## config.mk

```make
export PLATFORM = sky130hd
export DESIGN_NAME = lzvl_front
export DESIGN_NICKNAME = d
export VERILOG_FILES = /design/src/sv/lzvl_pkg.sv /design/src/sv/lzvl_front.sv
export SDC_FILE = /design/constraint.sdc
export NUM_CORES = 1
export LEC_CHECK = 0
export BUFFER_PORTS_ARGS = -buffer_cell sky130_fd_sc_hd__buf_2
export CORE_MARGIN = 2
export CORE_UTILIZATION = 28
export DETAILED_ROUTE_END_ITERATION = 7
export PLACE_DENSITY = 0.81
export SYNTH_ARGS = -nofsm -noshare
export SYNTH_HDL_FRONTEND = slang
export SYNTH_SLANG_ARGS = --single-unit
```

## constraint.sdc

```tcl
create_clock -name vclk -period 1.36
set_clock_uncertainty 0.1 [all_clocks]
set_input_delay 0 -clock vclk [all_inputs]
set_output_delay 0 -clock vclk [all_outputs]
set_load 0.02 [all_outputs]
```

## src/sv/lzvl_pkg.sv

```systemverilog
`timescale 1ns / 1ps

package lzvl_pkg;

  localparam int unsigned DIST_W    = 15;
  localparam int unsigned FAC_W     = 16;
  localparam int unsigned VEL_W     = 16;
  localparam int unsigned COORD_W   = 16;
  localparam int unsigned ZONES     = 4;
  localparam int unsigned DIV_STEPS = 15;
  localparam int unsigned DIV_CW    = $clog2(DIV_STEPS);
  localparam int unsigned Q_DEPTH   = 2;
  localparam int unsigned Q_AW      = $clog2(Q_DEPTH);
  localparam int unsigned Q_CW      = $clog2(Q_DEPTH + 1);
  localparam int unsigned IN_DW     = 80;
  localparam int unsigned OUT_DW    = 48;

  localparam logic [FAC_W-1:0]  FACTOR_ONE = 16'h8000;
  localparam logic [DIST_W-1:0] SLOW_RST   = 15'd1000;
  localparam logic [DIST_W-1:0] STOP_RST   = 15'd300;

  localparam logic CFG_SLOW = 1'b0;
  localparam logic CFG_STOP = 1'b1;

  localparam int unsigned Z_FRONT = 0;
  localparam int unsigned Z_REAR  = 1;
  localparam int unsigned Z_LEFT  = 2;
  localparam int unsigned Z_RIGHT = 3;

  typedef enum logic [1:0] {
    KIND_POINT = 2'd0,
    KIND_SCAN  = 2'd1,
    KIND_CMD   = 2'd2
  } kind_t;

  typedef enum logic [2:0] {
    BK_IDLE,
    BK_EXEC,
    BK_DIV,
    BK_MUL,
    BK_OUT
  } bk_state_t;

  typedef struct packed {
    kind_t                     kind;
    logic                      x_neg;
    logic                      y_neg;
    logic [COORD_W-1:0]        dx;
    logic [COORD_W-1:0]        dy;
    logic signed [VEL_W-1:0]   lin_x;
    logic signed [VEL_W-1:0]   lin_y;
    logic signed [VEL_W-1:0]   ang_z;
  } qent_t;

endpackage

```

## src/sv/lzvl_front.sv

```systemverilog
`timescale 1ns / 1ps

module lzvl_front (
  input  logic                    in_tvalid,
  output logic                    in_tready,
  input  logic [lzvl_pkg::IN_DW-1:0] in_tdata,
  input  logic [1:0]              in_tuser,
  input  logic                    q_full,
  output logic                    q_push,
  output lzvl_pkg::qent_t         q_ent
);
  import lzvl_pkg::*;

  logic                      known;
  logic signed [COORD_W-1:0] px;
  logic signed [COORD_W-1:0] py;

  assign px = in_tdata[15:0];
  assign py = in_tdata[31:16];

  assign known = (in_tuser == KIND_POINT) || (in_tuser == KIND_SCAN) ||
                 (in_tuser == KIND_CMD);

  // reserved kind is taken and dropped
  assign in_tready = !q_full;
  assign q_push    = in_tvalid && !q_full && known;

  always_comb begin
    q_ent.kind  = kind_t'(in_tuser);
    q_ent.x_neg = px[COORD_W-1];
    q_ent.y_neg = py[COORD_W-1];
    q_ent.dx    = px[COORD_W-1] ? COORD_W'(-px) : COORD_W'(px);
    q_ent.dy    = py[COORD_W-1] ? COORD_W'(-py) : COORD_W'(py);
    q_ent.lin_x = in_tdata[47:32];
    q_ent.lin_y = in_tdata[63:48];
    q_ent.ang_z = in_tdata[79:64];
  end

endmodule

```

==> flow_summary.ini <==
[timing]
rsz0062_at_grt = true
setup_viol = 10
tightest_slew_ns = 0.418
slew_violations = 0
timing.hold.ws_ns = 0.134
min_period_ns = 1.59
max_freq_mhz = 628
hold_viol_final = 0
setup_slack_ns = -0.232
min_period_over_period_pct = 117
slew_headroom_pct = 71.9

[global_route]
antenna_found_initial = 0
grt_pass1_vias = 1189
grt_max_degree = 17
globalRoute.totalOverflow = 0
gr-usage-all-layers_pct = 14.0
grt_pass1_wl_mm = 5.09

[floorplan]
num_io_pins = 170
start_util_pct = 29.6
core_um2 = 3740
rows = 22
dieArea_um2 = 4480
die_height_um = 67.0
die_x_um = 67.0

[setup_path]
cpLargestDelayFamily = simple AND/OR/NAND/NOR gates
path_class = in2out
cp.arrival_ns = 1.49
crit_path_end_kind = output pin
path_depth = 6
cpPeakStageDelay_ns = 0.58
path_cells = buf_6 > or4_4 > buf_12 > o41a_1 > xor2_2 > buf_6
crit_buf_inv = 3
critPathLaunchType = input pin
critPathSlowestCell = or4_4
cpMostUsedCell = buf_6
crit_fanout = 8
cp_data_required_time_ns = 1.26

[yosys]
yosysMostFrequentCell = buf_4
avgSynthCellArea_um2 = 7.40
synth_cells = 150
syn_nets = 236
synth_top_area_share_pct = 36.5
yosysTopAreaCell = buf_4
synth_commonest_cells = buf_4, xnor2_1, xor2_1
synth.area.top_cells = buf_4, xnor2_1, xor2_1, o41ai_2, o31ai_1
syn_area_um2 = 1110
ys_types = 32
synth-seq-area-share_pct = 0
ys.warnings.count = 0

[drt]
dr.pass1.iters = 4
drt_iter0_drc = 41
wl_mm = 3.92
vias = 1390
wl_per_cell_um = 13.7
drc = 0
viasPerCell = 4.86
ant_nets = 0

[power_and_ir_drop]
powerDensity_nw_per_um2 = 415
max-vdd-ir-drop_v = 0.000285
p_leak_uw = 0.000944
p_total_uw = 849

[placed_design]
io_buffers = 74
detailedPlacementHpwl_mm = 2.51
place.gp.congestion = 0.870
place_inst = 235

[layout]
multi_input_area_um2 = 838
drive_gt1_share_pct = 52.5
syn_to_final_growth_pct = 84.2
seq_cells = 0
finalNonFillerCells = 286
fin_nets = 326
antenna_cells = 0
nFillCells = 334
regArea_um2 = 0
nClkBuffers = 0

[run_status]
outcome = finished with violations
violations = setup timing

[hold_path]
holdCritStartpoint = in_tdata[16]
min_path_cells = 2
min_to = q_ent[48]
hold_class = in2out

[job]
maxCapViolCount = 0
==> placed cells by master, fill, tap and decap left out, drive strengths merged, types with 4 or more instances in the layout <==
master and count:
buf 97, dlygate4sd3 48, xnor2 16, xor2 9, inv 7, o21ai 5
nor4 5, o31ai 5, o41ai 5, nand2b 4, nand2 4, nor2 4
or4 4
==> routing by layer <==
layer	GRT usage [%]	vias to the layer above	wire length [um]
li1	-	650	-
met1	14.0	643	1270
met2	32.0	91	2330
met3	0.169	6	258
met4	0.510	0	62
met5	0	-	0
==> per-stage QoR <==
stage               instance area [um^2]  setup slack, ns  setup TNS, ns  util (%)
floorplan                           1180          -0.0366         -0.113         -
global placement                    1350           -0.267          -1.98      35.9
detailed placement                  1350           -0.303          -2.19      35.9
CTS                                 1900           -0.219          -1.57      50.7
global route                        2040           -0.265          -1.91      54.6
finish                              2040           -0.232          -1.53      54.6
==> where the power goes <==
group          internal (uW)  leakage, uW  switching, uW  total (uW)
logic                    373     0.000944            475         849
registers                  0            0              0           0
clock network              0            0              0           0
==> how the worst max path moves through the flow <==
stage	startpoint	slack, ns	end
after floorplan	in_tdata[26]	-0.04	q_ent[63]
after global placement	in_tdata[20]	-0.27	q_ent[60]
after CTS	in_tdata[19]	-0.22	q_ent[62]
after global routing	in_tdata[16]	-0.27	q_ent[60]
final	in_tdata[19]	-0.23	q_ent[56]
after detailed placement	in_tdata[20]	-0.30	q_ent[60]
==> cells by family (layout without fill, tap and decap cells) <==
| kind of cell | Yosys count | count (layout) | synth area share [%] |
|---|---|---|---|
| compound gates | 26 | 26 | 19.2 |
| fa+ha+maj | 2 | 2 | 2.25 |
| buf+inv | 65 | 153 | 40.9 |
| xor+xnor | 25 | 25 | 19.7 |
| simple gates | 32 | 32 | 17.9 |
==> what timing repair did <==
| action | in CTS | in global routing |
|---|---|---|
| gates resized for setup | 18 | 23 |
| cloned | 0 | 1 |
| pin swaps | 6 | 13 |
| hold buffers | 48 | 0 |
| setup buffers | 0 | 2 |
| endpoints found under the setup margin | 10 | 14 |
| endpoints found under the hold margin | 48 | 0 |
==> cell type report <==
cell class / instances / area share (%)
timing repair buffer: 145 / 54.3
multi-input combinational: 85 / 41.0
tap: 48 / 2.94
inverter: 8 / 1.71
(Power assumes the default switching activity.)
