## config.mk

```make
export PLATFORM = sky130hd
export DESIGN_NAME = lzvl_fifo
export DESIGN_NICKNAME = d
export VERILOG_FILES = /design/src/sv/lzvl_pkg.sv /design/src/sv/lzvl_fifo.sv
export SDC_FILE = /design/constraint.sdc
export NUM_CORES = 1
export LEC_CHECK = 0
export BUFFER_PORTS_ARGS = -buffer_cell sky130_fd_sc_hd__buf_2
export CAP_MARGIN = 5
export CORE_ASPECT_RATIO = 2
export CORE_MARGIN = 2
export CORE_UTILIZATION = 25
export CTS_CLUSTER_SIZE = 10
export DETAILED_ROUTE_END_ITERATION = 8
export SLEW_MARGIN = 20
export SYNTH_ARGS = -nofsm -noshare
export SYNTH_HDL_FRONTEND = slang
export SYNTH_SLANG_ARGS = --single-unit
```

## constraint.sdc

```tcl
create_clock -name clk -period 6 [get_ports clk]
set_clock_uncertainty 0.05 [all_clocks]
set_input_delay 0.6 -clock clk [delete_from_list [all_inputs] [get_ports clk]]
set_output_delay 0.6 -clock clk [all_outputs]
set_load 0.02 [all_outputs]
```

## src/sv/lzvl_pkg.sv

```systemverilog
`timescale 1ns / 1ps

package lzvl_pkg;

  localparam int unsigned DIST_W    = 15;
  localparam int unsigned FAC_W     = 16;
  localparam int unsigned VEL_W     = 16;
  localparam int unsigned COORD_W   = 16;
  localparam int unsigned ZONES     = 4;
  localparam int unsigned DIV_STEPS = 15;
  localparam int unsigned DIV_CW    = $clog2(DIV_STEPS);
  localparam int unsigned Q_DEPTH   = 2;
  localparam int unsigned Q_AW      = $clog2(Q_DEPTH);
  localparam int unsigned Q_CW      = $clog2(Q_DEPTH + 1);
  localparam int unsigned IN_DW     = 80;
  localparam int unsigned OUT_DW    = 48;

  localparam logic [FAC_W-1:0]  FACTOR_ONE = 16'h8000;
  localparam logic [DIST_W-1:0] SLOW_RST   = 15'd1000;
  localparam logic [DIST_W-1:0] STOP_RST   = 15'd300;

  localparam logic CFG_SLOW = 1'b0;
  localparam logic CFG_STOP = 1'b1;

  localparam int unsigned Z_FRONT = 0;
  localparam int unsigned Z_REAR  = 1;
  localparam int unsigned Z_LEFT  = 2;
  localparam int unsigned Z_RIGHT = 3;

  typedef enum logic [1:0] {
    KIND_POINT = 2'd0,
    KIND_SCAN  = 2'd1,
    KIND_CMD   = 2'd2
  } kind_t;

  typedef enum logic [2:0] {
    BK_IDLE,
    BK_EXEC,
    BK_DIV,
    BK_MUL,
    BK_OUT
  } bk_state_t;

  typedef struct packed {
    kind_t                     kind;
    logic                      x_neg;
    logic                      y_neg;
    logic [COORD_W-1:0]        dx;
    logic [COORD_W-1:0]        dy;
    logic signed [VEL_W-1:0]   lin_x;
    logic signed [VEL_W-1:0]   lin_y;
    logic signed [VEL_W-1:0]   ang_z;
  } qent_t;

endpackage

```

## src/sv/lzvl_fifo.sv

```systemverilog
`timescale 1ns / 1ps

module lzvl_fifo (
  input  logic            clk,
  input  logic            rst_n,
  input  logic            push,
  input  lzvl_pkg::qent_t wdata,
  output logic            full,
  input  logic            pop,
  output lzvl_pkg::qent_t rdata,
  output logic            empty
);
  import lzvl_pkg::*;

  qent_t           mem_r [Q_DEPTH];
  logic [Q_AW-1:0] wr_ptr_r;
  logic [Q_AW-1:0] rd_ptr_r;
  logic [Q_CW-1:0] cnt_r;
  logic [Q_AW-1:0] wr_ptr_nxt;
  logic [Q_AW-1:0] rd_ptr_nxt;
  logic [Q_CW-1:0] cnt_nxt;

  assign full  = (cnt_r == Q_CW'(Q_DEPTH));
  assign empty = (cnt_r == '0);
  assign rdata = mem_r[rd_ptr_r];

  always_comb begin
    wr_ptr_nxt = wr_ptr_r;
    rd_ptr_nxt = rd_ptr_r;
    cnt_nxt    = cnt_r;
    if (push) begin
      wr_ptr_nxt = (wr_ptr_r == Q_AW'(Q_DEPTH - 1)) ? '0 : wr_ptr_r + 1'b1;
    end
    if (pop) begin
      rd_ptr_nxt = (rd_ptr_r == Q_AW'(Q_DEPTH - 1)) ? '0 : rd_ptr_r + 1'b1;
    end
    if (push && !pop) begin
      cnt_nxt = cnt_r + 1'b1;
    end else if (pop && !push) begin
      cnt_nxt = cnt_r - 1'b1;
    end
  end

  always_ff @(posedge clk) begin
    if (!rst_n) begin
      wr_ptr_r <= '0;
      rd_ptr_r <= '0;
      cnt_r    <= '0;
    end else begin
      wr_ptr_r <= wr_ptr_nxt;
      rd_ptr_r <= rd_ptr_nxt;
      cnt_r    <= cnt_nxt;
    end
  end

  always_ff @(posedge clk) begin
    if (push) begin
      mem_r[wr_ptr_r] <= wdata;
    end
  end

endmodule

```

==> flow_summary.ini, run 1 <==
[synth]
syn_area_um2 = 6300
synth_cell_types = 17
synth_top_family_by_area = multiplexers
synthSimpleGateAreaFrac_pct = 0.894
synth_compound_area_share_pct = 0.318
synth_warnings = 0
synthAdderAreaFrac_pct = 0.199
synth_area_per_cell_um2 = 22.3
synth_xor_area_share_pct = 0.417
netlist_instances = 283
muxShareOfSynthArea_pct = 15.0
syn_nets = 372
yosys_register_bits = 173
yosysSeqAreaShare_pct = 81.7

[clocking]
cts_tree = yes
clk_pin_slew_worst_paths_ps = 70
clk_root_buffer_cell = clkbuf_16
holdBufCountCts = 0
htreeDepth = 4
cts_buffer_depth = 2
clk_latency_ps = 440
cts_made_buffers = 17
cts.sinks = 173
post_cts_buffers = 0
cts_resized = 0

[power_and_ir_drop]
switchingPower_uw = 666
ir_drop_mv = 0.158
clock_power_share_pct = 36.5
switching_share_pct = 24.5
power_leakage_uw = 0.00295
p_int_uw = 2060
p_seq_share_pct = 52.0
p_comb_share_pct = 11.5
p_per_area_nw_per_um2 = 337

[route]
vias = 3213
drtPass1Iterations = 4
drc = 0
drt_iter0_drc = 141
vias_per_cell = 3.90
wl_per_cell_um = 15.7
postRouteWirelength_mm = 12.9
ant_nets = 0

[worst_setup_path]
critPathMaxFanout = 65
rrSetupSlack_ps = 3840
r2r_cells = 2
cp-start-kind = flip-flop
reg2reg_from = wr_ptr_r$_SDFFE_PN0P_
rr_endpoint = mem_r[0][11]$_DFFE_PP_
critical_path_arrival_ps = 2350
required_ps = 5350
endpoint_kind = output port
path_class = flip-flop to output port

[sta]
rsz0062_at_grt = false
finalHoldViolCount = 0
finalCritPeriodShare_pct = 50.0
worst_pin_slew_ps = 919
setup_tns_ps = 0
finalSetupViolCount = 0
final.min_clock_period_ps = 3000
finalMaxSlewViolations = 0
fmax_mhz = 333
setup_ws_ps = 3000
relSlewSlack_pct = 38.7

[worst_hold_path]
min_from = wdata[80]
min_to = mem_r[1][80]$_DFFE_PP_
hold_class = primary input to flip-flop
hold_path_depth = 1

[floorplanning]
dieArea_um2 = 26600
die_h_um = 228
num_rows = 82
die_x_um = 116
coreArea_um2 = 24900
initial_utilization_pct = 25.3
io_pins = 174

[job]
cap_viol_max_count = 0

[place]
routabilityCongestion = 0.682
port_buffers = 173
dp_slack_ps = 3320
dp_hpwl_mm = 8.77

[global_routing]
grt_antenna_before_repair = 6
grt_pass1_vias = 3579
grt_pass1_wl_mm = 18.9
grt_max_degree = 67
grt_usage_pct = 10.1
grt_overflow = 0

[finish]
final-seq-area_um2 = 5150
drive_gt1_share_pct = 60.8
multi_input_area_um2 = 1070
fillers = 2430
nNetsFinal = 558
syn_to_final_growth_pct = 28.3

[outcome]
status = complete, no violations
[layout make-up]
class	count	area share, %
clock inverter	15	1.38
sequential	173	63.7
multi-input combinational	100	13.3
timing repair buffer	176	11.0
antenna	5	0.155
tap	336	5.20
inverter	1	0.0464
clock buffer	17	5.26
[cells in the final DEF (no fill, tap or decap), drive strengths merged, types with 2 or more instances in the layout]
cell	synthesis	final
dfxtp	5	5
clkinv	0	6
edfxtp	168	168
clkbuf	0	17
buf	9	176
diode	0	5
inv	1	7
xor2	2	2
clkinvlp	0	3
nor2b	2	2
and2	4	4
mux2	84	84
[per-layer routing]
metal / vias up / share of wire, % / track usage (%)
met5: - / 0.20 / 0
met2: 96 / 59 / 18.6
met4: 4 / 3.0 / 5.88
li1: 1500 / - / -
met3: 27 / 7.2 / 4.88
met1: 1586 / 31 / 8.25
[cells in the mapped netlist (all sizes together)]
master	number	area share, %
or3	1	0.099
xor2	2	0.28
nor2	1	0.060
nor2b	2	0.20
o21a	1	0.12
ha	1	0.20
edfxtp	168	80
dfxtp	5	1.6
xnor2	1	0.14
inv	1	0.060
and2	4	0.40
mux2	84	15
buf	9	1.4
and2b	1	0.14
o21ai	1	0.079
a21boi	1	0.12
[state kept, by name, indices dropped and copies added (netlist names), named ones only]
register,count
mem_r,168
cnt_r,2
rd_ptr_r,1
wr_ptr_r,1
[power groups by stage]
stage	sequential (uW)	clock (uW)	combinational [uW]
global placement	1440	0	312
floorplan	1440	0	208
detailed placement	1440	0	318
CTS	1420	1030	320
finish	1420	994	312
global route	1420	1070	335
[metrics by stage]
stage	utilization (%)	total power (uW)	area, um^2	hold slack [ps]	cells
after floorplan	-	1650	6300	416	283
after global placement	30.2	1750	7530	429	786
after detailed placement	30.2	1760	7530	455	786
after CTS	32.4	2770	8070	258	818
after global routing	32.4	2830	8070	268	819
final	32.4	2720	8080	297	823
[logic make-up after synthesis]
group	after synthesis
xor+xnor	3
fa+ha+maj	1
compound gates	3
simple gates	9
flops	173
mux	84
buf+inv	10
[worst max-delay path by stage]
stage                   start                      to  slack [ps]
global placement         push   mem_r[0][5]$_DFFE_PP_        3420
floorplan                push   mem_r[0][0]$_DFFE_PP_        1110
global route        flip-flop                rdata[3]        2880
detailed placement       push  mem_r[0][14]$_DFFE_PP_        3320
finish              flip-flop               rdata[11]        3000
CTS                 flip-flop               rdata[53]        2930
[worst max-delay path: stages, from the launching register on]
cell and delay (ps):
dfxtp_4 520, buf_4 700, mux2_2 440, buf_2 160
Power figures use the tool's default switching activity.
==> run 2, diff against run 1 <==
Clock period 6 ns to 3.1 ns, I/O delays scaled along.
==> flow_summary.ini, run 2 (synthesized netlist as in run 1, its figures left out) <==
[route]
drtPass1Iterations = 4
drt_iter0_drc = 149
postRouteWirelength_mm = 13.6
drc = 0
vias_per_cell = 3.98
wl_per_cell_um = 15.1
vias = 3577
ant_nets = 0

[finish]
drive_gt1_share_pct = 52.2
final_cell_mix = buf_2 (173), edfxtp_1 (168), mux2_2 (84)
multi_input_area_um2 = 1070
top_register = mem_r
final_area_um2 = 8940
final-seq-area_um2 = 5150
instances_no_fill = 899
nNetsFinal = 637
reg_top3 = mem_r: 168 flops, cnt_r: 2 flops
largest_reg_flops = 168
syn_to_final_growth_pct = 42.0
final_common_cell = buf_2
fillers = 2347

[floorplanning]
dieArea_um2 = 26600
num_rows = 82
coreArea_um2 = 24900
die_x_um = 116
die_h_um = 228
initial_utilization_pct = 25.3
io_pins = 174

[global_routing]
grt_overflow = 0
grt_usage_pct = 10.5
grt_pass1_wl_mm = 19.9
grt_max_degree = 86
grt_antenna_before_repair = 2
grt_pass1_vias = 3982

[worst_setup_path]
critical_path_arrival_ps = 2020
critPathMaxFanout = 49
required_ps = 2740
crit_chain = buf_12, mux2_2, buf_2
slowest_delay_ps = 660
cp_slowest_cell = dfxtp_4
cp-start-kind = flip-flop
path_class = flip-flop to output port
endpoint_kind = output port
r2r_cells = 2

[place]
dp_hpwl_mm = 9.06
place_area_um2 = 7560
place_inst = 787
routabilityCongestion = 0.711
port_buffers = 173
dp_slack_ps = 1140

[sta]
setup_tns_ps = 0
finalSetupViolCount = 0
rsz0062_at_grt = false
setup_ws_ps = 722
finalCritPeriodShare_pct = 76.7
worst_pin_slew_ps = 592
finalMaxSlewViolations = 0
final.min_clock_period_ps = 2380
fmax_mhz = 421
finalHoldViolCount = 0
relSlewSlack_pct = 60.6

[clocking]
cts_buffer_depth = 2
htreeDepth = 4
cts_resized = 0
cts_tree = yes
clk_pin_slew_worst_paths_ps = 60
cts_made_buffers = 17
cts.sinks = 173
clk_latency_ps = 430
clk_root_buffer_cell = clkbuf_16

[outcome]
status = complete, no violations

[power_and_ir_drop]
switching_share_pct = 22.5
power_leakage_uw = 0.00332
p_per_area_nw_per_um2 = 622
clock_power_share_pct = 38.2
switchingPower_uw = 1250
p_comb_share_pct = 12.3
ir_drop_mv = 0.535
p_seq_share_pct = 49.5
p_int_uw = 4310
total_power_uw = 5560

[job]
cap_viol_max_count = 0

[worst_hold_path]
hold_path_depth = 1
hold_class = primary input to flip-flop
-- run 2: final cells by class --
class	count	share of cell area, %
flip-flops and latches	173	57.6
repair buffers	255	19.0
multi-input cells	100	12.0
clock buffers	22	5.08
well taps	336	4.70
clock inverters	10	1.57
diodes	2	0.0560
inverters	1	0.0420
-- run 2: power by group through the flow --
stage                     clock network [uW]  registers (uW)  logic (uW)
final                                   2120            2750         685
after detailed placement                   0            2800         613
after floorplan                            0            2780         403
after CTS                               2210            2750         695
after global placement                     0            2800         601
after global routing                    2280            2760         729
-- run 2: worst paths after layout --
kind,slack [ps],start,endpoint
min reg2reg,450,cnt_r[1]$_SDFFE_PN0P_,cnt_r[1]$_SDFFE_PN0P_
max reg2reg,1300,wr_ptr_r$_SDFFE_PN0P_,mem_r[1][76]$_DFFE_PP_
max,720,flip-flop,rdata[23]
min,40,wdata[16],mem_r[0][16]$_DFFE_PP_
-- run 2: repair_timing --
action | in CTS | in global routing
hold buffers | 78 | 0
buffers inserted | 0 | 0
endpoints found under the hold margin | 156 | 0
-- run 2: critical path: cells and delay by family, from the launching register on --
| family | cells | cell delay, ps |
|---|---|---|
| buf+inv | 2 | 490 |
| flops | 1 | 660 |
| mux | 1 | 390 |
-- run 2: stage by stage --
stage               utilization [%]  hold slack [ps]
CTS                            35.9             10.2
detailed placement             30.3              442
finish                         35.9             44.7
global placement               30.3              426
global route                   35.9             13.5
floorplan                         -              359
-- run 2: layer usage --
metal  part of all wire (%)  GRT usage [%]  vias up
met4                    3.6           6.21        0
li1                       -              -     1658
met1                     33           8.43     1775
met3                    4.0           3.82       26
met2                     60           20.2      118
met5                      0              0        -
==> run 3, diff against run 2 <==
Clock period 3.1 ns to 2 ns, I/O delays scaled along.
==> flow_summary.ini, run 3 (synthesized netlist as in run 1, its figures left out) <==
[worst_setup_path]
cp-start-kind = flip-flop
path_class = flip-flop to output port
required_ps = 1750
critPathMaxFanout = 41
endpoint_kind = output port
critical_path_arrival_ps = 1640
rrSetupSlack_ps = 600

[route]
vias = 3599
ant_nets = 0
drtPass1Iterations = 4
drc = 0
wl_per_cell_um = 14.9
drt_iter0_drc = 198
postRouteWirelength_mm = 13.6
vias_per_cell = 3.95

[sta]
setup_ws_ps = 107
finalHoldViolCount = 0
final.min_clock_period_ps = 1890
whs_ps = 74.2
finalCritPeriodShare_pct = 94.6
finalMaxSlewViolations = 0
rsz0062_at_grt = false
fmax_mhz = 528
worst_pin_slew_ps = 324
finalSetupViolCount = 0
relSlewSlack_pct = 78.4

[finish]
syn_to_final_growth_pct = 45.2
final_common_cell = buf_2
fillers = 2350
nNetsFinal = 648
multi_input_area_um2 = 1070
reg_top3 = mem_r: 168 flops, cnt_r: 2 flops
drive_gt1_share_pct = 52.4
final_cell_mix = buf_2 (173), edfxtp_1 (168), dlygate4sd3_1 (85)
final_area_um2 = 9150
top_register = mem_r
final_core_util_pct = 36.7
final-seq-area_um2 = 5150
largest_reg_flops = 168
instances_no_fill = 911

[clocking]
cts_made_buffers = 17
clk_pin_slew_worst_paths_ps = 60
cts.sinks = 173
htreeDepth = 4
clk_root_buffer_cell = clkbuf_16
clk_latency_ps = 430
cts_tree = yes
cts_buffer_depth = 2
cts_resized = 0

[place]
port_buffers = 173
routabilityCongestion = 0.712
place_area_um2 = 7630
place_inst = 789
dp_hpwl_mm = 8.99
dp_slack_ps = 362

[floorplanning]
coreArea_um2 = 24900
die_h_um = 228
initial_utilization_pct = 25.3
num_rows = 82
io_pins = 174
dieArea_um2 = 26600
die_x_um = 116

[power_and_ir_drop]
power_leakage_uw = 0.00340
p_per_area_nw_per_um2 = 975
ir_drop_mv = 0.681

[global_routing]
grt_antenna_before_repair = 3
grt_pass1_vias = 4178
grt_overflow = 0
grt_usage_pct = 10.8
grt_max_degree = 44
grt_pass1_wl_mm = 20.7

[job]
cap_viol_max_count = 0

[worst_hold_path]
hold_class = primary input to flip-flop

[outcome]
status = complete, no violations
-- run 3: layout make-up --
class | count | area share [%]
Antenna cell | 3 | 0.0821
Clock buffer | 17 | 4.65
Clock inverter | 15 | 2.38
Inverter | 1 | 0.0410
Multi-Input combinational cell | 100 | 11.7
Sequential cell | 173 | 56.3
Tap cell | 336 | 4.60
Timing Repair Buffer | 266 | 20.2
-- run 3: path summary, 6_finish.rpt --
| path | from | endpoint | cells past startpoint |
|---|---|---|---|
| worst max-delay path | flip-flop | rdata[19] | 3 |
| worst min register to register | cnt_r[1]$_SDFFE_PN0P_ | cnt_r[1]$_SDFFE_PN0P_ | 2 |
| worst max register to register | wr_ptr_r$_SDFFE_PN0P_ | mem_r[1][14]$_DFFE_PP_ | 2 |
| worst min-delay path | pop | rd_ptr_r$_SDFFE_PN0P_ | 3 |
-- run 3: layer usage --
layer	share of wire, %	track usage [%]
met2	60	21.0
met4	4.2	7.44
met5	0	0
met3	4.3	3.18
met1	32	8.50
-- run 3: worst max-delay path, stage by stage, from the launching register on --
cell and delay [ps]:
dfxtp_4 400, buf_12 230, mux2_2 380, buf_2 160
-- run 3: metrics by stage --
stage	total power (uW)	TNS, ps
floorplan	4930	-4040
finish	8920	0
global route	9230	0
detailed placement	5310	0
global placement	5290	0
CTS	9050	0
-- run 3: repair_timing --
action / in CTS / in global routing
hold buffers: 85 / 0
setup endpoints to repair: 68 / 0
setup buffers: 2 / 0
endpoints found under the hold margin: 172 / 0
-- run 3: power by group --
part	leakage (uW)	internal, uW	switching (uW)
sequential	0.00162	4190	52.3
clock	0.000309	2210	1340
combinational	0.00148	522	603
